## src/design/pwmca_pkg.sv

```systemverilog
// Shared constants, types and helper functions of the PWM channel pair allocator.
package pwmca_pkg;

  // Sizing of the channel set and the duty scale
  localparam int NUM_CHANNELS = 16;
  localparam int DUTY_BITS    = 10;
  localparam int MAX_PIN      = 33;

  localparam int NUM_PAIRS = (NUM_CHANNELS + 1) / 2;
  localparam int CH_W      = $clog2(NUM_CHANNELS);
  localparam int PAIR_W    = (NUM_PAIRS > 1) ? $clog2(NUM_PAIRS) : 1;
  localparam int CNT_W     = $clog2(NUM_CHANNELS + 1);
  localparam int PIN_W     = $clog2(MAX_PIN + 1);

  // Fixed field widths of the channels
  localparam int CMD_W     = 1;
  localparam int PIN_IN_W  = 8;
  localparam int FREQ_W    = 32;
  localparam int LEVEL_W   = 8;
  localparam int STATUS_W  = 2;
  localparam int CHAN_W    = 4;
  localparam int DUTY_W    = 10;

  localparam logic [FREQ_W-1:0]  RESET_FREQ = FREQ_W'(1000);
  localparam logic [LEVEL_W-1:0] LEVEL_FULL = LEVEL_W'(255);

  typedef enum logic [CMD_W-1:0] {
    CMD_SETUP = 1'b0,
    CMD_DUTY  = 1'b1
  } cmd_e;

  typedef enum logic [STATUS_W-1:0] {
    ST_OK      = 2'd0,
    ST_BAD_PIN = 2'd1,
    ST_NO_CHAN = 2'd2
  } status_e;

  // One command as taken from the input channel (level goes to the duty scaler)
  typedef struct packed {
    cmd_e                cmd;
    logic [PIN_IN_W-1:0] pin;
    logic [FREQ_W-1:0]   freq;
  } item_t;

  // Outcome of one command, handed from the sequencer to the output stage
  typedef struct packed {
    status_e           status;
    logic [CH_W-1:0]   channel;
    logic              timer_setup;
    logic [FREQ_W-1:0] timer_freq;
    logic              released;
    logic [CH_W-1:0]   released_channel;
  } result_t;

  // Pair number of a channel.
  function automatic logic [PAIR_W-1:0] pair_of(input logic [CH_W-1:0] ch);
    return PAIR_W'(ch >> 1);
  endfunction

endpackage

```

## src/design/pwmca_if.sv

```systemverilog
// Handshake channels of the PWM channel pair allocator: command, result and configuration.
interface pwmca_item_if
  import pwmca_pkg::*;
  ();
  logic                valid;
  logic                ready;
  logic [CMD_W-1:0]    cmd;
  logic [PIN_IN_W-1:0] pin;
  logic [FREQ_W-1:0]   freq;
  logic [LEVEL_W-1:0]  level;

  modport source (output valid, output cmd, output pin, output freq, output level,
                  input ready);
  modport sink   (input valid, input cmd, input pin, input freq, input level,
                  output ready);
endinterface

interface pwmca_result_if
  import pwmca_pkg::*;
  ();
  logic                valid;
  logic                ready;
  logic [STATUS_W-1:0] status;
  logic [CHAN_W-1:0]   channel;
  logic [DUTY_W-1:0]   duty;
  logic                timer_setup;
  logic [FREQ_W-1:0]   timer_freq;
  logic                released;
  logic [CHAN_W-1:0]   released_channel;

  modport source (output valid, output status, output channel, output duty,
                  output timer_setup, output timer_freq, output released,
                  output released_channel, input ready);
  modport sink   (input valid, input status, input channel, input duty,
                  input timer_setup, input timer_freq, input released,
                  input released_channel, output ready);
endinterface

interface pwmca_cfg_if
  import pwmca_pkg::*;
  ();
  logic              valid;
  logic              ready;
  logic [FREQ_W-1:0] data;

  modport source (output valid, output data, input ready);
  modport sink   (input valid, input data, output ready);
endinterface

```

## src/design/pwm_channel_pair_allocator_unit.sv

```systemverilog
// Top level of the PWM channel pair allocator: channels, configuration register, output stage.
// A valid pin is scanned through the owner memory one entry per cycle, then passes the
// decide state, a release write when a setup also releases a channel, and the new write.
// An invalid pin goes straight from acceptance to the done state that holds its result.
// Throughput: one command at a time; the next beat is taken the cycle after the result
// enters the output register. Reset clears all owners and pair frequencies at once and
// sets default_freq to 1000.
module pwm_channel_pair_allocator_unit
  import pwmca_pkg::*;
(
  input  logic                  clk_i,
  input  logic                  rst_ni,
  pwmca_item_if.sink            item_i,
  pwmca_result_if.source        result_o,
  pwmca_cfg_if.sink             cfg_i
);

  logic [FREQ_W-1:0]    dflt_freq_q;
  logic                 start, idle, done, ack;
  item_t                item;
  result_t              res;
  logic [DUTY_BITS-1:0] duty;

  logic                 out_valid_q;
  logic [STATUS_W-1:0]  out_status_q;
  logic [CHAN_W-1:0]    out_channel_q;
  logic [DUTY_W-1:0]    out_duty_q;
  logic                 out_setup_q;
  logic [FREQ_W-1:0]    out_freq_q;
  logic                 out_rel_q;
  logic [CHAN_W-1:0]    out_rel_ch_q;

  // Configuration register is always writable.
  assign cfg_i.ready = 1'b1;

  always_ff @(posedge clk_i or negedge rst_ni) begin
    if (!rst_ni) begin
      dflt_freq_q <= RESET_FREQ;
    end else if (cfg_i.valid) begin
      dflt_freq_q <= cfg_i.data;
    end
  end

  // Command beat goes to the sequencer whenever it is idle.
  assign item_i.ready = idle;
  assign start        = item_i.valid && idle;
  assign item.cmd     = cmd_e'(item_i.cmd);
  assign item.pin     = item_i.pin;
  assign item.freq    = item_i.freq;

  pwmca_ctrl u_ctrl (
    .clk_i       (clk_i),
    .rst_ni      (rst_ni),
    .start_i     (start),
    .item_i      (item),
    .dflt_freq_i (dflt_freq_q),
    .idle_o      (idle),
    .done_o      (done),
    .result_o    (res),
    .ack_i       (ack)
  );

  pwmca_duty u_duty (
    .clk_i   (clk_i),
    .load_i  (start),
    .level_i (item_i.level),
    .duty_o  (duty)
  );

  // Output register: loads when empty or when its beat is being taken.
  assign ack = done && (!out_valid_q || result_o.ready);

  always_ff @(posedge clk_i or negedge rst_ni) begin
    if (!rst_ni) begin
      out_valid_q <= 1'b0;
    end else if (ack) begin
      out_valid_q <= 1'b1;
    end else if (result_o.ready) begin
      out_valid_q <= 1'b0;
    end
  end

  always_ff @(posedge clk_i) begin
    if (ack) begin
      out_status_q  <= res.status;
      out_channel_q <= CHAN_W'(res.channel);
      out_duty_q    <= (res.status == ST_OK) ? DUTY_W'(duty) : '0;
      out_setup_q   <= res.timer_setup;
      out_freq_q    <= res.timer_freq;
      out_rel_q     <= res.released;
      out_rel_ch_q  <= CHAN_W'(res.released_channel);
    end
  end

  assign result_o.valid            = out_valid_q;
  assign result_o.status           = out_status_q;
  assign result_o.channel          = out_channel_q;
  assign result_o.duty             = out_duty_q;
  assign result_o.timer_setup      = out_setup_q;
  assign result_o.timer_freq       = out_freq_q;
  assign result_o.released         = out_rel_q;
  assign result_o.released_channel = out_rel_ch_q;

endmodule

```

## src/design/pwmca_ram.sv

```systemverilog
// Single-port-write, single-port-read RAM with registered read data and per-entry valid bits.
module pwmca_ram #(
  parameter int DATA_W = 8,
  parameter int DEPTH  = 16
) (
  input  logic                                     clk_i,
  input  logic                                     rst_ni,
  input  logic                                     we_i,
  input  logic [((DEPTH > 1) ? $clog2(DEPTH) : 1)-1:0] waddr_i,
  input  logic [DATA_W-1:0]                        wdata_i,
  input  logic                                     re_i,
  input  logic [((DEPTH > 1) ? $clog2(DEPTH) : 1)-1:0] raddr_i,
  output logic [DATA_W-1:0]                        rdata_o
);

  logic [DATA_W-1:0] mem_q [DEPTH];
  logic [DEPTH-1:0]  valid_q;
  logic [DATA_W-1:0] rdata_q;

  // Storage array; no reset, an entry counts only once its valid bit is set.
  always_ff @(posedge clk_i) begin
    if (we_i) begin
      mem_q[waddr_i] <= wdata_i;
    end
  end

  // Valid bits are cleared at once by reset, so every entry reads as zero until written.
  always_ff @(posedge clk_i or negedge rst_ni) begin
    if (!rst_ni) begin
      valid_q <= '0;
    end else if (we_i) begin
      valid_q[waddr_i] <= 1'b1;
    end
  end

  // Registered read port; data holds until the next read.
  always_ff @(posedge clk_i) begin
    if (re_i) begin
      rdata_q <= valid_q[raddr_i] ? mem_q[raddr_i] : '0;
    end
  end

  assign rdata_o = rdata_q;

endmodule

```

## src/design/pwmca_duty.sv

```systemverilog
// Duty scaler: level * (2^DUTY_BITS - 1) / 255 by reciprocal multiply and one correction.
module pwmca_duty
  import pwmca_pkg::*;
(
  input  logic                 clk_i,
  input  logic                 load_i,
  input  logic [LEVEL_W-1:0]   level_i,
  output logic [DUTY_BITS-1:0] duty_o
);

  localparam int XW          = LEVEL_W + DUTY_BITS;
  localparam int RECIP_SHIFT = 2 * LEVEL_W;
  localparam int YW          = XW + LEVEL_W + 1;
  localparam int QW          = YW - RECIP_SHIFT;

  logic [LEVEL_W-1:0] level_q;
  logic [XW-1:0]      prod;
  logic [YW-1:0]      recip;
  logic [QW-1:0]      qest_d;
  logic [QW-1:0]      qest_q;
  logic [XW-1:0]      rem;
  logic               bump;

  // Product with the full-scale duty is a shift and a subtract.
  assign prod   = (XW'(level_q) << DUTY_BITS) - XW'(level_q);
  // 1/255 is approximated by 257/65536; the estimate is exact or one low.
  assign recip  = (YW'(prod) << LEVEL_W) + YW'(prod);
  assign qest_d = recip[YW-1:RECIP_SHIFT];

  always_ff @(posedge clk_i) begin
    if (load_i) begin
      level_q <= level_i;
    end
    qest_q <= qest_d;
  end

  // Remainder check lifts a low estimate by one.
  assign rem    = prod - ((XW'(qest_q) << LEVEL_W) - XW'(qest_q));
  assign bump   = (rem >= XW'(LEVEL_FULL));
  assign duty_o = DUTY_BITS'(qest_q + QW'(bump));

endmodule

```

## src/design/pwmca_ctrl.sv

```systemverilog
// Allocation sequencer: scans the owner and pair frequency memories, decides and writes back.
module pwmca_ctrl
  import pwmca_pkg::*;
(
  input  logic              clk_i,
  input  logic              rst_ni,
  input  logic              start_i,
  input  item_t             item_i,
  input  logic [FREQ_W-1:0] dflt_freq_i,
  output logic              idle_o,
  output logic              done_o,
  output result_t           result_o,
  input  logic              ack_i
);

  typedef enum logic [5:0] {
    S_IDLE   = 6'b000001,
    S_SCAN   = 6'b000010,
    S_DECIDE = 6'b000100,
    S_WR_REL = 6'b001000,
    S_WR_NEW = 6'b010000,
    S_DONE   = 6'b100000
  } state_e;

  localparam logic [CH_W-1:0]  LAST_CH = CH_W'(NUM_CHANNELS - 1);
  localparam logic [CNT_W-1:0] CNT_END = CNT_W'(NUM_CHANNELS);

  state_e state_q, state_d;

  // Scan control
  logic [CNT_W-1:0] cnt_q, cnt_d;
  logic             rd_vld_q, rd_vld_d;
  logic [CH_W-1:0]  rd_ch_q, rd_ch_d;

  // Findings of the scan
  logic keep_q, keep_d, rel_q, rel_d, m1_q, m1_d, m2_q, m2_d, sp_q, sp_d;
  logic alloc_q, alloc_d, fresh_q, fresh_d;

  // Payload held for the current command
  cmd_e              cmd_q;
  logic [PIN_W-1:0]  pin_q;
  logic [FREQ_W-1:0] freq_q;
  logic [PIN_W-1:0]  even_owner_q;
  logic [CH_W-1:0]   own_ch_q, rel_ch_q, m1_ch_q, m2_ch_q, sp_ch_q;
  logic [FREQ_W-1:0] own_pf_q;
  result_t           res_q, res_d;

  // Memory ports
  logic              own_re, own_we;
  logic [CH_W-1:0]   own_raddr, own_waddr;
  logic [PIN_W-1:0]  own_wdata, own_rdata;
  logic              pf_re, pf_we;
  logic [PAIR_W-1:0] pf_raddr, pf_waddr;
  logic [FREQ_W-1:0] pf_rdata;

  // Pair evaluation
  logic              eval, last_eval, pin_bad;
  logic [PIN_W-1:0]  o0, o1;
  logic              exist1, mine0, mine1, drop;
  logic              busy0, busy1, free0, free1, hit, spare;
  logic [CH_W-1:0]   ch0, ch1, hit_ch;

  pwmca_ram #(
    .DATA_W (PIN_W),
    .DEPTH  (NUM_CHANNELS)
  ) u_owner_ram (
    .clk_i   (clk_i),
    .rst_ni  (rst_ni),
    .we_i    (own_we),
    .waddr_i (own_waddr),
    .wdata_i (own_wdata),
    .re_i    (own_re),
    .raddr_i (own_raddr),
    .rdata_o (own_rdata)
  );

  pwmca_ram #(
    .DATA_W (FREQ_W),
    .DEPTH  (NUM_PAIRS)
  ) u_freq_ram (
    .clk_i   (clk_i),
    .rst_ni  (rst_ni),
    .we_i    (pf_we),
    .waddr_i (pf_waddr),
    .wdata_i (res_q.timer_freq),
    .re_i    (pf_re),
    .raddr_i (pf_raddr),
    .rdata_o (pf_rdata)
  );

  assign pin_bad = (item_i.pin == '0) || (item_i.pin > PIN_IN_W'(MAX_PIN));

  // Reads: one owner entry per cycle, the pair frequency on each even channel.
  assign own_re    = (state_q == S_SCAN) && (cnt_q < CNT_END);
  assign own_raddr = cnt_q[CH_W-1:0];
  assign pf_re     = own_re && !cnt_q[0];
  assign pf_raddr  = pair_of(cnt_q[CH_W-1:0]);

  // Writes happen only after the scan, so reads and writes never overlap.
  assign own_we    = (state_q == S_WR_REL) || ((state_q == S_WR_NEW) && alloc_q);
  assign own_waddr = (state_q == S_WR_REL) ? rel_ch_q : res_q.channel;
  assign own_wdata = (state_q == S_WR_REL) ? '0 : pin_q;
  assign pf_we     = (state_q == S_WR_NEW) && fresh_q;
  assign pf_waddr  = pair_of(res_q.channel);

  // A pair is judged when its odd channel arrives, or at an unpaired last channel.
  assign eval      = rd_vld_q && (rd_ch_q[0] || (rd_ch_q == LAST_CH));
  assign last_eval = rd_vld_q && (rd_ch_q == LAST_CH);
  assign exist1    = rd_ch_q[0];
  assign o0        = exist1 ? even_owner_q : own_rdata;
  assign o1        = exist1 ? own_rdata : '0;
  assign ch0       = rd_ch_q & ~CH_W'(1);
  assign ch1       = rd_ch_q | CH_W'(1);

  // The pin's own channel counts as free when a setup moves it to another frequency.
  assign mine0  = (o0 == pin_q);
  assign mine1  = exist1 && (o1 == pin_q);
  assign drop   = (cmd_q == CMD_SETUP) && (pf_rdata != freq_q);
  assign busy0  = (o0 != '0) && !(mine0 && drop);
  assign busy1  = exist1 && (o1 != '0) && !(mine1 && drop);
  assign free0  = !busy0;
  assign free1  = exist1 && !busy1;
  assign hit    = (free0 && busy1) || (free1 && busy0);
  assign hit_ch = free0 ? ch0 : ch1;
  assign spare  = free0 && !busy1;

  // Sequencer
  always_comb begin
    state_d  = state_q;
    cnt_d    = cnt_q;
    rd_vld_d = own_re;
    rd_ch_d  = cnt_q[CH_W-1:0];
    keep_d   = keep_q;
    rel_d    = rel_q;
    m1_d     = m1_q;
    m2_d     = m2_q;
    sp_d     = sp_q;
    alloc_d  = alloc_q;
    fresh_d  = fresh_q;
    res_d    = res_q;
    case (state_q)
      S_IDLE: begin
        if (start_i) begin
          cnt_d   = '0;
          keep_d  = 1'b0;
          rel_d   = 1'b0;
          m1_d    = 1'b0;
          m2_d    = 1'b0;
          sp_d    = 1'b0;
          alloc_d = 1'b0;
          fresh_d = 1'b0;
          res_d   = '0;
          if (pin_bad) begin
            res_d.status = ST_BAD_PIN;
            state_d      = S_DONE;
          end else begin
            state_d = S_SCAN;
          end
        end
      end
      S_SCAN: begin
        if (own_re) begin
          cnt_d = cnt_q + CNT_W'(1);
        end
        if (eval) begin
          if (mine0 || mine1) begin
            if (drop) begin
              rel_d = 1'b1;
            end else begin
              keep_d = 1'b1;
            end
          end
          if (hit && (pf_rdata == freq_q) && !m1_q) begin
            m1_d = 1'b1;
          end
          if (hit && (pf_rdata == dflt_freq_i) && !m2_q) begin
            m2_d = 1'b1;
          end
          if (spare && !sp_q) begin
            sp_d = 1'b1;
          end
        end
        if (last_eval) begin
          state_d = S_DECIDE;
        end
      end
      S_DECIDE: begin
        res_d.status           = ST_OK;
        res_d.released         = rel_q;
        res_d.released_channel = rel_q ? rel_ch_q : '0;
        if (keep_q) begin
          res_d.channel    = own_ch_q;
          res_d.timer_freq = own_pf_q;
        end else if ((cmd_q == CMD_SETUP) && m1_q) begin
          res_d.channel    = m1_ch_q;
          res_d.timer_freq = freq_q;
          alloc_d          = 1'b1;
        end else if ((cmd_q == CMD_DUTY) && m2_q) begin
          // A duty write joins a matching half-used pair before opening a free one.
          res_d.channel    = m2_ch_q;
          res_d.timer_freq = dflt_freq_i;
          alloc_d          = 1'b1;
        end else if (sp_q) begin
          // A fully free pair is set up at the frequency of the first attempt.
          res_d.channel     = sp_ch_q;
          res_d.timer_freq  = (cmd_q == CMD_SETUP) ? freq_q : dflt_freq_i;
          res_d.timer_setup = 1'b1;
          alloc_d           = 1'b1;
          fresh_d           = 1'b1;
        end else if (m2_q) begin
          res_d.channel    = m2_ch_q;
          res_d.timer_freq = dflt_freq_i;
          alloc_d          = 1'b1;
        end else begin
          res_d.status     = ST_NO_CHAN;
          res_d.channel    = '0;
          res_d.timer_freq = '0;
        end
        state_d = rel_q ? S_WR_REL : S_WR_NEW;
      end
      S_WR_REL: begin
        state_d = S_WR_NEW;
      end
      S_WR_NEW: begin
        state_d = S_DONE;
      end
      S_DONE: begin
        if (ack_i) begin
          state_d = S_IDLE;
        end
      end
      default: begin
        state_d = S_IDLE;
      end
    endcase
  end

  // Control registers
  always_ff @(posedge clk_i or negedge rst_ni) begin
    if (!rst_ni) begin
      state_q  <= S_IDLE;
      cnt_q    <= '0;
      rd_vld_q <= 1'b0;
      keep_q   <= 1'b0;
      rel_q    <= 1'b0;
      m1_q     <= 1'b0;
      m2_q     <= 1'b0;
      sp_q     <= 1'b0;
      alloc_q  <= 1'b0;
      fresh_q  <= 1'b0;
    end else begin
      state_q  <= state_d;
      cnt_q    <= cnt_d;
      rd_vld_q <= rd_vld_d;
      keep_q   <= keep_d;
      rel_q    <= rel_d;
      m1_q     <= m1_d;
      m2_q     <= m2_d;
      sp_q     <= sp_d;
      alloc_q  <= alloc_d;
      fresh_q  <= fresh_d;
    end
  end

  // Payload registers
  always_ff @(posedge clk_i) begin
    rd_ch_q <= rd_ch_d;
    res_q   <= res_d;
    if ((state_q == S_IDLE) && start_i) begin
      cmd_q  <= item_i.cmd;
      pin_q  <= PIN_W'(item_i.pin);
      freq_q <= item_i.freq;
    end
    if (rd_vld_q && !rd_ch_q[0]) begin
      even_owner_q <= own_rdata;
    end
    if (eval && (mine0 || mine1)) begin
      if (drop) begin
        rel_ch_q <= mine0 ? ch0 : ch1;
      end else begin
        own_ch_q <= mine0 ? ch0 : ch1;
        own_pf_q <= pf_rdata;
      end
    end
    if (eval && hit && (pf_rdata == freq_q) && !m1_q) begin
      m1_ch_q <= hit_ch;
    end
    if (eval && hit && (pf_rdata == dflt_freq_i) && !m2_q) begin
      m2_ch_q <= hit_ch;
    end
    if (eval && spare && !sp_q) begin
      sp_ch_q <= ch0;
    end
  end

  assign idle_o   = (state_q == S_IDLE);
  assign done_o   = (state_q == S_DONE);
  assign result_o = res_q;

endmodule

```

## src/flat_wrapper.sv

```systemverilog
// flat-port wrapper written by rule: the top's interface ports become plain ports
module pwm_channel_pair_allocator_unit_flat import pwmca_pkg::*;
  (clk_i, rst_ni, item_i_valid, item_i_cmd, item_i_pin, item_i_freq, item_i_level, item_i_ready, result_o_valid, result_o_status, result_o_channel, result_o_duty, result_o_timer_setup, result_o_timer_freq, result_o_released, result_o_released_channel, result_o_ready, cfg_i_valid, cfg_i_data, cfg_i_ready);
  pwmca_item_if item_i_i ();
  pwmca_result_if result_o_i ();
  pwmca_cfg_if cfg_i_i ();
  input  logic clk_i;
  input  logic rst_ni;
  input wire logic [$bits(item_i_i.valid)-1:0] item_i_valid;
  input wire logic [$bits(item_i_i.cmd)-1:0] item_i_cmd;
  input wire logic [$bits(item_i_i.pin)-1:0] item_i_pin;
  input wire logic [$bits(item_i_i.freq)-1:0] item_i_freq;
  input wire logic [$bits(item_i_i.level)-1:0] item_i_level;
  output wire logic [$bits(item_i_i.ready)-1:0] item_i_ready;
  output wire logic [$bits(result_o_i.valid)-1:0] result_o_valid;
  output wire logic [$bits(result_o_i.status)-1:0] result_o_status;
  output wire logic [$bits(result_o_i.channel)-1:0] result_o_channel;
  output wire logic [$bits(result_o_i.duty)-1:0] result_o_duty;
  output wire logic [$bits(result_o_i.timer_setup)-1:0] result_o_timer_setup;
  output wire logic [$bits(result_o_i.timer_freq)-1:0] result_o_timer_freq;
  output wire logic [$bits(result_o_i.released)-1:0] result_o_released;
  output wire logic [$bits(result_o_i.released_channel)-1:0] result_o_released_channel;
  input wire logic [$bits(result_o_i.ready)-1:0] result_o_ready;
  input wire logic [$bits(cfg_i_i.valid)-1:0] cfg_i_valid;
  input wire logic [$bits(cfg_i_i.data)-1:0] cfg_i_data;
  output wire logic [$bits(cfg_i_i.ready)-1:0] cfg_i_ready;
  assign item_i_i.valid = item_i_valid;
  assign item_i_i.cmd = item_i_cmd;
  assign item_i_i.pin = item_i_pin;
  assign item_i_i.freq = item_i_freq;
  assign item_i_i.level = item_i_level;
  assign item_i_ready = item_i_i.ready;
  assign result_o_valid = result_o_i.valid;
  assign result_o_status = result_o_i.status;
  assign result_o_channel = result_o_i.channel;
  assign result_o_duty = result_o_i.duty;
  assign result_o_timer_setup = result_o_i.timer_setup;
  assign result_o_timer_freq = result_o_i.timer_freq;
  assign result_o_released = result_o_i.released;
  assign result_o_released_channel = result_o_i.released_channel;
  assign result_o_i.ready = result_o_ready;
  assign cfg_i_i.valid = cfg_i_valid;
  assign cfg_i_i.data = cfg_i_data;
  assign cfg_i_ready = cfg_i_i.ready;
  pwm_channel_pair_allocator_unit u_core (.clk_i(clk_i), .rst_ni(rst_ni), .item_i(item_i_i), .result_o(result_o_i), .cfg_i(cfg_i_i));
endmodule
```

## config.mk

```make
export PLATFORM = sky130hd
export DESIGN_NAME = pwm_channel_pair_allocator_unit_flat
export DESIGN_NICKNAME = d
export VERILOG_FILES = /design/src/design/pwmca_pkg.sv /design/src/design/pwmca_if.sv /design/src/design/pwm_channel_pair_allocator_unit.sv /design/src/design/pwmca_ram.sv /design/src/design/pwmca_duty.sv /design/src/design/pwmca_ctrl.sv /design/src/flat_wrapper.sv
export SDC_FILE = /design/constraint.sdc
export NUM_CORES = 1
export LEC_CHECK = 0
export BUFFER_PORTS_ARGS = -buffer_cell sky130_fd_sc_hd__buf_2
export CAP_MARGIN = 20
export CORE_MARGIN = 10
export CORE_UTILIZATION = 55
export DETAILED_ROUTE_END_ITERATION = 6
export PLACE_DENSITY = 0.85
export SKIP_LAST_GASP = 1
export SLEW_MARGIN = 20
export SYNTH_ARGS = -nofsm -noshare
export SYNTH_HDL_FRONTEND = slang
export SYNTH_HIERARCHICAL = 1
export SYNTH_SLANG_ARGS = --single-unit
```

## constraint.sdc

```tcl
create_clock -name clk_i -period 4.74 [get_ports clk_i]
set_input_delay 0.237 -clock clk_i [delete_from_list [all_inputs] [get_ports clk_i]]
set_output_delay 0.237 -clock clk_i [all_outputs]
set_load 0.1 [all_outputs]
```

Word level (Yosys, flattened, before mapping)
Memories as Yosys holds them, arrays and structs flattened. A register that Yosys moved wholly into a read port is not among the register bits. Cells that the tools add are included. Widths: inputs -> output; s select.

Bits in registers: 293. Bits in writable memories: 352. Bits of input ports: 86. Output and inout bits: 57. Word-level logic and storage cells: 242. Memories kept: 2.

$add $sub $neg: 6. Magnitude comparators: 9. Eq/ne operators: 28. Mux-type cells: 78. Bitwise logic cells: 4. Reductions and logical operators: 75.

Memory list: u_core.u_ctrl.u_freq_ram.mem_q (depth 8, bits a word 32, rd ports 1, clocked after Yosys merged registers in 1, write ports 1, RTL line pwmca_ram.sv:16) `logic [DATA_W-1:0] mem_q [DEPTH];`; u_core.u_ctrl.u_owner_ram.mem_q (depth 16, bits a word 6, rd ports 1, clocked after Yosys merged registers in 1, write ports 1, RTL line pwmca_ram.sv:16).

Operators by type and width (count): $mux 32 (6); $pmux 44 s2 (1); $eq 32x32->1 (2); $mux 44 (1); $mux 6 (7); $logic_and 1x1->1 (38); $pmux 6 s6 (1); $mux 1 (35); $ne 32x32->1 (1); $mux 4 (7); $add 26x18->27 (1); $ne 2x2->1 const B (11); $ge 18x8->1 const B (1); $sub 18x11->18 (1); $sub 18x18->18 (1); $sub 18x8->18 (1); $or 16x16->16 (1); $reduce_and 4->1 (4); $mux 5 (3); $pmux 1 s2 (7); $eq 6x6->1 (2); $logic_not 1->1 (12); $reduce_bool 6->1 (2); $add 10x1->10 (1); 32 further kinds (53).

Depth between registers and ports, before layout
Gate-level depths: netlist of run 1.

Depth after elaboration: 15. Gate-level depth with buffers: 22. Depth with buffers taken out: 21.

Cells and area by module
Netlist of run 1, hierarchy kept.

By module, submodules not included: pwmca_ram (u_core.u_ctrl.u_freq_ram) (times used 1, cells an instance 469, area an instance 11050.6 µm², seq. area each 8848.5 µm²); pwmca_ctrl (times used 1, cells an instance 622, area an instance 7408.4 µm², seq. area each 4760.8 µm²); pwmca_ram (u_core.u_ctrl.u_owner_ram) (times used 1, cells an instance 218, area an instance 4598.2 µm², seq. area each 3463.3 µm²); pwm_channel_pair_allocator_unit (times used 1, cells an instance 140, area an instance 3101.7 µm², seq. area each 2454.9 µm²); pwmca_duty (times used 1, cells an instance 287, area an instance 2443.6 µm², seq. area each 460.4 µm²).

Worst setup path before layout of run 1
OpenSTA, ideal clock, no wires.

Path type: reg2reg. Start: reg u_core.u_duty.level_q[4]. End: reg u_core.out_duty_q[6], in the netlist u_core/result_o.duty[6] (data pin). Setup time: 0.255 ns. Arrival: 4.440 ns. Data required time: 4.485 ns. Path slack: 0.045 ns. Stages on the path, launching flop included: 23. Path buffers: 1. Period minus slack after synthesis: 4.695 ns. Cells stage by stage: edfxtp_1 > buf_6 > or4_4 > o41ai_4 > inv_1 > a21oi_1 > inv_1 > ha_1 > inv_1 > ha_1 > xnor2_1 > a2111oi_0 > o311ai_0 > a2111oi_0 > o21a_1 > nor4_1 > o2111ai_1 > ha_1 > ha_1 > and3_1 > nand3_1 > xnor2_1 > and2_1.

Cells in the longest elaborated chain, start to end: 4.

RTL lines: from (decl) (RTL line pwmca_duty.sv:16) `logic [LEVEL_W-1:0] level_q;`; from (signal assigned) (RTL line pwmca_duty.sv:32) `level_q <= level_i;`; $sub 18x8->18 (RTL line pwmca_duty.sv:25) `assign prod = (XW'(level_q) << DUTY_BITS) - XW'(level_q);`; $sub 18x18->18 (RTL line pwmca_duty.sv:38) `assign rem = prod - ((XW'(qest_q) << LEVEL_W) - XW'(qest_q));`; $ge 18x8->1 (RTL line pwmca_duty.sv:39) `assign bump = (rem >= XW'(LEVEL_FULL));`; $add 10x1->10 (RTL line pwmca_duty.sv:40) `assign duty_o = DUTY_BITS'(qest_q + QW'(bump));`; named net u_core.duty[6] (RTL line pwm_channel_pair_allocator_unit.sv:22) `logic [DUTY_BITS-1:0] duty;`; to (signal assigned) (RTL line pwm_channel_pair_allocator_unit.sv:87) `out_duty_q <= (res.status == ST_OK) ? DUTY_W'(duty) : '0;`; to (decl) (RTL line pwm_channel_pair_allocator_unit.sv:27) `logic [DUTY_W-1:0] out_duty_q;`.

The timed path passes the listed nets, and every way through them passes these cells. A chain may end at the register's enable or synchronous reset.

Final worst setup path of run 1
Start: reg u_core.u_duty.level_q[3]. End: reg u_core.out_duty_q[5], in the netlist u_core/result_o.duty[5] (data pin).

Same word-level chain as after synthesis.

==> results of run 1 <==
==> stage by stage <==
step	setup slack (ps)	TNS (ps)	hold slack, ps
after floorplan	44.9	0	-58.6
after global placement	-156	-279	158
after detailed placement	-374	-1540	173
after CTS	22.2	0	93.4
after global routing	-261	-775	125
final	16.2	0	98.0
==> worst paths after layout <==
check / start / to / slack [ps]
setup / recovery: u_core/u_duty/level_q[3] / u_core/result_o.duty[5] / 20
max in group asynchronous: rst_ni / u_core/u_ctrl/cnt_q[2] / 3450
min in group clk_i: item_i_pin[6] / u_core/u_ctrl/result_o[42] / 120
setup reg to reg: u_core/u_duty/level_q[3] / u_core/result_o.duty[5] / 20
hold reg to reg: u_core/u_ctrl/result_o[3] / u_core/result_o.released_channel[3] / 420
hold / removal: rst_ni / u_core/dflt_freq_q[2] / 100
==> state kept, by name (all words and copies together), names as in the netlist, 11 cells and up <==
signal                             count
u_core/u_ctrl/u_owner_ram/valid_q     16
u_core/result_o.timer_freq            32
u_core/u_duty/qest_q                  11
u_core/u_ctrl/freq_q                  32
u_core/u_ctrl/u_freq_ram/mem_q       256
u_core/dflt_freq_q                    32
u_core/u_ctrl/result_o                44
u_core/u_ctrl/own_pf_q                32
u_core/u_ctrl/u_freq_ram/rdata_o      32
u_core/u_ctrl/u_owner_ram/mem_q       96
==> layout make-up <==
| cell class | count | area share, % |
|---|---|---|
| Clock buffer | 87 | 5.56 |
| Timing Repair Buffer | 285 | 5.99 |
| Multi-Input combinational cell | 939 | 24.6 |
| Tap cell | 680 | 2.52 |
| Clock inverter | 37 | 1.52 |
| Antenna cell | 1 | 0.00741 |
| Sequential cell | 683 | 59.3 |
| Inverter | 47 | 0.523 |
==> power by group through the flow <==
stage          registers [mW]  logic [mW]  clock network, mW
3_5_place_dp             7.73        3.41                  0
4_1_cts                  7.61        3.56               5.79
5_1_grt                  7.68        4.17               6.08
2_1_floorplan            7.88        2.19                  0
6_report                 7.64        3.87               5.79
3_3_place_gp             7.70        3.31                  0
==> routing by layer <==
| metal | part of all wire, % | track usage, % | up-vias |
|---|---|---|---|
| li1 | - | - | 7238 |
| met1 | 36 | 30.3 | 8609 |
| met2 | 49 | 38.8 | 1173 |
| met3 | 10 | 5.43 | 273 |
| met4 | 4.7 | 11.8 | 2 |
| met5 | 0.018 | 0 | - |
==> placed cells by master (no fill, tap or decap), drive strengths merged, types with 5 or more instances in the layout <==
cell	count
edfxtp	592
buf	202
or2	26
and2	26
clkbuf	87
dlygate4sd3	83
dfxtp	15
nor2b	6
xnor2	79
dfrtp	69
o21ai	19
a22oi	12
nand3	53
nor3	17
a21oi	104
mux2	38
mux2i	43
nor2	136
nor4	17
mux4	94
or3	5
inv	50
xor2	32
nand4	18
o21a	5
and3	10
clkinv	18
dfstp	7
nand2	77
ha	44
clkinvlp	5
nand2b	13
bufinv	11
==> kinds of logic (layout without fill, tap and decap cells) <==
logic type               count (synthesis)  in the layout  share of synthesized area (%)
AO/OA/AOI/OAI                          186            186                           4.09
XOR/XNOR                               111            111                           3.43
adder cells (fa/ha/maj)                 47             47                           2.13
buffers and inverters                  114            456                           2.13
flip-flops                             683            683                           69.9
multiplexers                           175            175                           11.0
other                                    1              2                         0.0131
AND/OR/NAND/NOR                        419            419                           7.28
==> what timing repair did <==
action | CTS | global route
gates cloned | 0 | 0
gates resized for setup | 11 | 41
endpoints found under the hold margin | 102 | 0
buffers inserted | 0 | 6
endpoints found under the setup margin | 9 | 9
pin swaps | 6 | 14
hold buffers | 83 | 0
==> results.yml, run 1 <==
worst_hold_path:
  hold_path_class: "in -> async"
final_layout:
  drive_above_1_share_pct: 25.3
  multi_input_area_mm2: 0.00831
  area_delta_synth_final_pct: 18.0
  n_fill_cell: 3266
  final_area_mm2: 0.0338
  final_cells: 2759
  fin_nets: 2156
  post-route-util_pct: 65.7
  register_area_mm2: 0.0200
synth:
  syn_avg_cell_area_um2: 16.5
  synth.top_cells.by_count: "592 x edfxtp_1, 135 x nor2_1, 103 x a21oi_1"
  synth_area_leader_cell: "edfxtp_1"
  ys.flop_type: "edfxtp_1"
  synthCells: 1736
  synth.distinct_cells: 86
  synth_area_leaders: "edfxtp_1 62%, mux4_2 6.2%, dfrtp_1 6.0%"
  postSynthNetCount: 1869
  synth_edf_count: 592
  netlist_area_mm2: 0.0286
  synthArstFlopShare_pct: 11.1
  ys_ff_latch: 683
  yosysTopAreaCellShare_pct: 62.2
  synth_warnings: 6
  seq_area_frac_synth_pct: 69.9
  synth_most_common_cell: "edfxtp_1"
global_routing:
  grt_pass1_vias: 17800
  grt_pass1_wl_um: 111000
  antenna_found_initial: 1
  track_usage_pct: 24.0
  overflow: 0
  grt_max_degree: 56
place:
  gp_congestion: 0.885
  place_hpwl_um: 43300
  dpl.cell_count: 2545
  dpl_cell_area_mm2: 0.0302
  io_buffers: 141
pwr:
  finalPower_mw: 17.3
  power_density_mw_per_mm2: 512
  p_leak_nw: 11.7
  clkPwrFrac_pct: 33.5
  p_sw_share_pct: 30.0
  intPower_mw: 12.1
  p_sw_mw: 5.19
  p_comb_share_pct: 22.4
  p_seq_share_pct: 44.1
  peakVddDrop_v: 0.000258
sta:
  finalMaxSlewViolations: 0
  hold_violations: 0
  setup_violations: 0
  min_period_ps: 4720
  post-route-period-util_pct: 99.7
  tightest_slew_ps: 1140
  fin_skew_ps: 33.5
  fmax_mhz: 212
  relSlewSlack_pct: 23.1
  rsz0062_at_grt: "true"
clock_tree:
  cts_tree: "done"
  clk_latency_ps: 610
  numCtsBuffers: 67
  max-clock-path-buffers: 3
  cts-htree-levels: 3
  clock-sinks: 683
  clockRootBuffer: "clkbuf_16"
  clk_transition_reported_paths_ps: 70
run_status:
  status: "finished, final reports clean"
route:
  drtIter0Drc: 2413
  num_vias: 17300
  via_per_inst: 6.27
  wirelength_um: 73700
  drtAntennaViolNets: 0
  wl_per_cell_um: 26.7
  drc: 0
  dr.pass1.iters: 7
critical_path:
  worstPathCellList: "or4_4, buf_6, o41ai_4, inv_2, a21oi_4, inv_2, ha_4, inv_2, ha_4, xnor2_2, a2111oi_2, o311ai_1, a2111oi_2, o21a_1, nor4_2, o2111ai_2, ha_4, buf_6, nand2_2, or3_4, xnor2_1, and2_1"
  arrival_ps: 5060
  cp_top_family: "compound AO/OA/AOI/OAI gates"
  cp-end-kind: "flop"
  critical_path_class: "reg -> reg"
  cp_slowest_cell: "or4_4"
  crit_fanout: 4
  cp.depth: 22
  r2r_cells: 22
  path_buf_inv: 5
  critPathLaunchType: "flop"
  worst_ep_required_time_ps: 5080
  slowest_delay_ps: 580
floorplan:
  rows: 83
  placeableCoreArea_mm2: 0.0514
  die_width_um: 248
  ios: 143
  start_util_pct: 55.6
  die_h_um: 248
  die_area_mm2: 0.0615
job:
  cap_violations: 0
Power figures use the tool's default switching activity.
==> run 2, diff against run 1 <==
Settings changed: CORE_MARGIN 10 to default, PLACE_DENSITY 0.85 to 0.87.
==> results.yml, run 2 (synthesis gave the netlist of run 1 again) <==
worst_hold_path:
  hold_start: "item_i_pin[7]"
  hold_path_class: "in -> reg"
critical_path:
  critical_path_class: "reg -> reg"
  cp_slowest_cell: "or4_4"
  cp_top_family: "simple AND/OR/NAND/NOR gates"
  startpoint: "u_core/u_duty/level_q[3]"
  critPathLaunchType: "flop"
  cp-endpoint: "u_core/result_o.duty[4]"
  cp-end-kind: "flop"
  worst_ep_required_time_ps: 5080
  arrival_ps: 5180
  path_buf_inv: 4
  cp.depth: 21
  worstPathCellList: "or4_4, o41ai_4, inv_1, a21oi_2, inv_2, ha_4, inv_1, ha_1, and4_1, a221oi_2, o21ai_2, a21oi_4, mux2i_1, nor4_2, o2111ai_2, ha_2, ha_4, and3_4, buf_4, xnor2_1, and2_1"
  r2r_cells: 21
  r2r_start: "u_core/u_duty/level_q[3]"
  crit_fanout: 4
  timing.rr.end: "u_core/result_o.duty[4]"
  r2r_slack_ps: -110
  slowest_delay_ps: 590
sta:
  min_period_ps: 4850
  post-route-period-util_pct: 102
  fin_skew_ps: 49.8
  setup_violations: 4
  hold_violations: 0
  tightest_slew_ps: 1170
  rsz0062_at_grt: "true"
  worst_slack_ps: -106
  finalMaxSlewViolations: 0
  hold_ws_ps: 39.0
  fmax_mhz: 206
  relSlewSlack_pct: 21.4
pwr:
  peakVddDrop_v: 0.000294
  p_leak_nw: 11.6
  finalPower_mw: 16.7
  power_density_mw_per_mm2: 499
floorplan:
  ios: 143
  die_h_um: 230
  die_area_mm2: 0.0529
  rows: 83
  placeableCoreArea_mm2: 0.0513
  die_width_um: 230
  start_util_pct: 55.8
global_routing:
  grt_max_degree: 56
  overflow: 0
  grt_use_met2_pct: 45.8
  grt_busiest_layer: "met2"
  grt_pass1_vias: 18000
  met1_usage_pct: 36.2
  antenna_found_initial: 2
  grt_pass1_wl_um: 112000
  track_usage_pct: 28.7
  met3_usage_pct: 6.68
run_status:
  status: "complete, but fails checks"
  violations: "negative setup slack"
final_layout:
  final_common_cell: "edfxtp_1"
  fin_nets: 2154
  n_fill_cell: 3263
  top_register: "u_core/u_ctrl/u_freq_ram/mem_q"
  drive_above_1_share_pct: 24.9
  largest_reg_flops: 256
  area_delta_synth_final_pct: 16.8
  final_area_mm2: 0.0334
  mostFrequentLayoutCells: "592 x edfxtp_1, 139 x buf_2, 125 x nor2_1"
clock_tree:
  numCtsBuffers: 66
  max-clock-path-buffers: 3
  clockRootBuffer: "clkbuf_16"
  clk_transition_reported_paths_ps: 70
  clk_latency_ps: 630
  cts-htree-levels: 3
  clock-sinks: 683
  cts_tree: "done"
route:
  drtAntennaViolNets: 0
  drc: 0
  wirelength_um: 75700
  via_per_inst: 6.39
  num_vias: 17600
  drtIter0Drc: 2548
  dr.pass1.iters: 7
  wl_per_cell_um: 27.5
job:
  cap_violations: 0
place:
  gp_congestion: 0.953
  io_buffers: 141
  place_hpwl_um: 41700
  dpl_cell_area_mm2: 0.0302
[run 2: where the power goes]
part	total (mW)	switching (mW)	internal, mW	leakage [nW]
Clock	5.14	2.31	2.83	1.00
Sequential	7.61	0.474	7.13	6.42
Combinational	3.93	2.41	1.52	4.13
[run 2: worst min-delay path by stage]
stage / to / slack, ps / cells after the start
CTS: u_core/u_ctrl/state_q[1] / 10 / 4
finish: u_core/u_ctrl/state_q[1] / 40 / 4
detailed placement: u_core/dflt_freq_q[17] / 170 / 1
floorplan: u_core/dflt_freq_q[0] / -60 / 0
global placement: u_core/dflt_freq_q[17] / 160 / 1
global route: u_core/u_ctrl/state_q[1] / 70 / 4
[run 2: tightest hold or removal path, cell delays in order]
cell     delay (ps)
buf_2            70
nor2_1           70
nand2_1         100
o32ai_1          90
[run 2: what timing repair did]
| action | in CTS | in global routing |
|---|---|---|
| buffers inserted | 3 | 2 |
| pin swaps | 8 | 18 |
| hold buffers | 81 | 0 |
| gates resized for setup | 12 | 35 |
| endpoints found under the setup margin | 7 | 9 |
| hold endpoints to repair | 101 | 0 |
[run 2: cell type report]
cell class | count | area (um2) | share of cell area (%)
Antenna cell | 1 | 2.50 | 0.00749
Clock buffer | 92 | 1860 | 5.58
Clock inverter | 26 | 198 | 0.592
Inverter | 47 | 176 | 0.528
Multi-Input combinational cell | 939 | 8320 | 24.9
Sequential cell | 683 | 20000 | 59.9
Tap cell | 680 | 851 | 2.55
Timing Repair Buffer | 284 | 1990 | 5.95
[run 2: through the flow]
step / utilization, % / TNS, ps / worst slack [ps] / instances
2_1_floorplan: - / 0 / 44.9 / 1736
3_3_place_gp: 58.9 / -60.7 / -60.7 / 2547
3_5_place_dp: 58.9 / -1270 / -324 / 2547
4_1_cts: 64.6 / 0 / 6.22 / 2749
5_1_grt: 65.1 / -1280 / -294 / 2751
6_report: 65.1 / -153 / -106 / 2752
[run 2: metal layers]
layer / vias up / part of all wire [%]
li1: 7225 / -
met1: 8670 / 35
met4: 2 / 6.1
met5: - / 0.018
met3: 326 / 11
met2: 1374 / 48
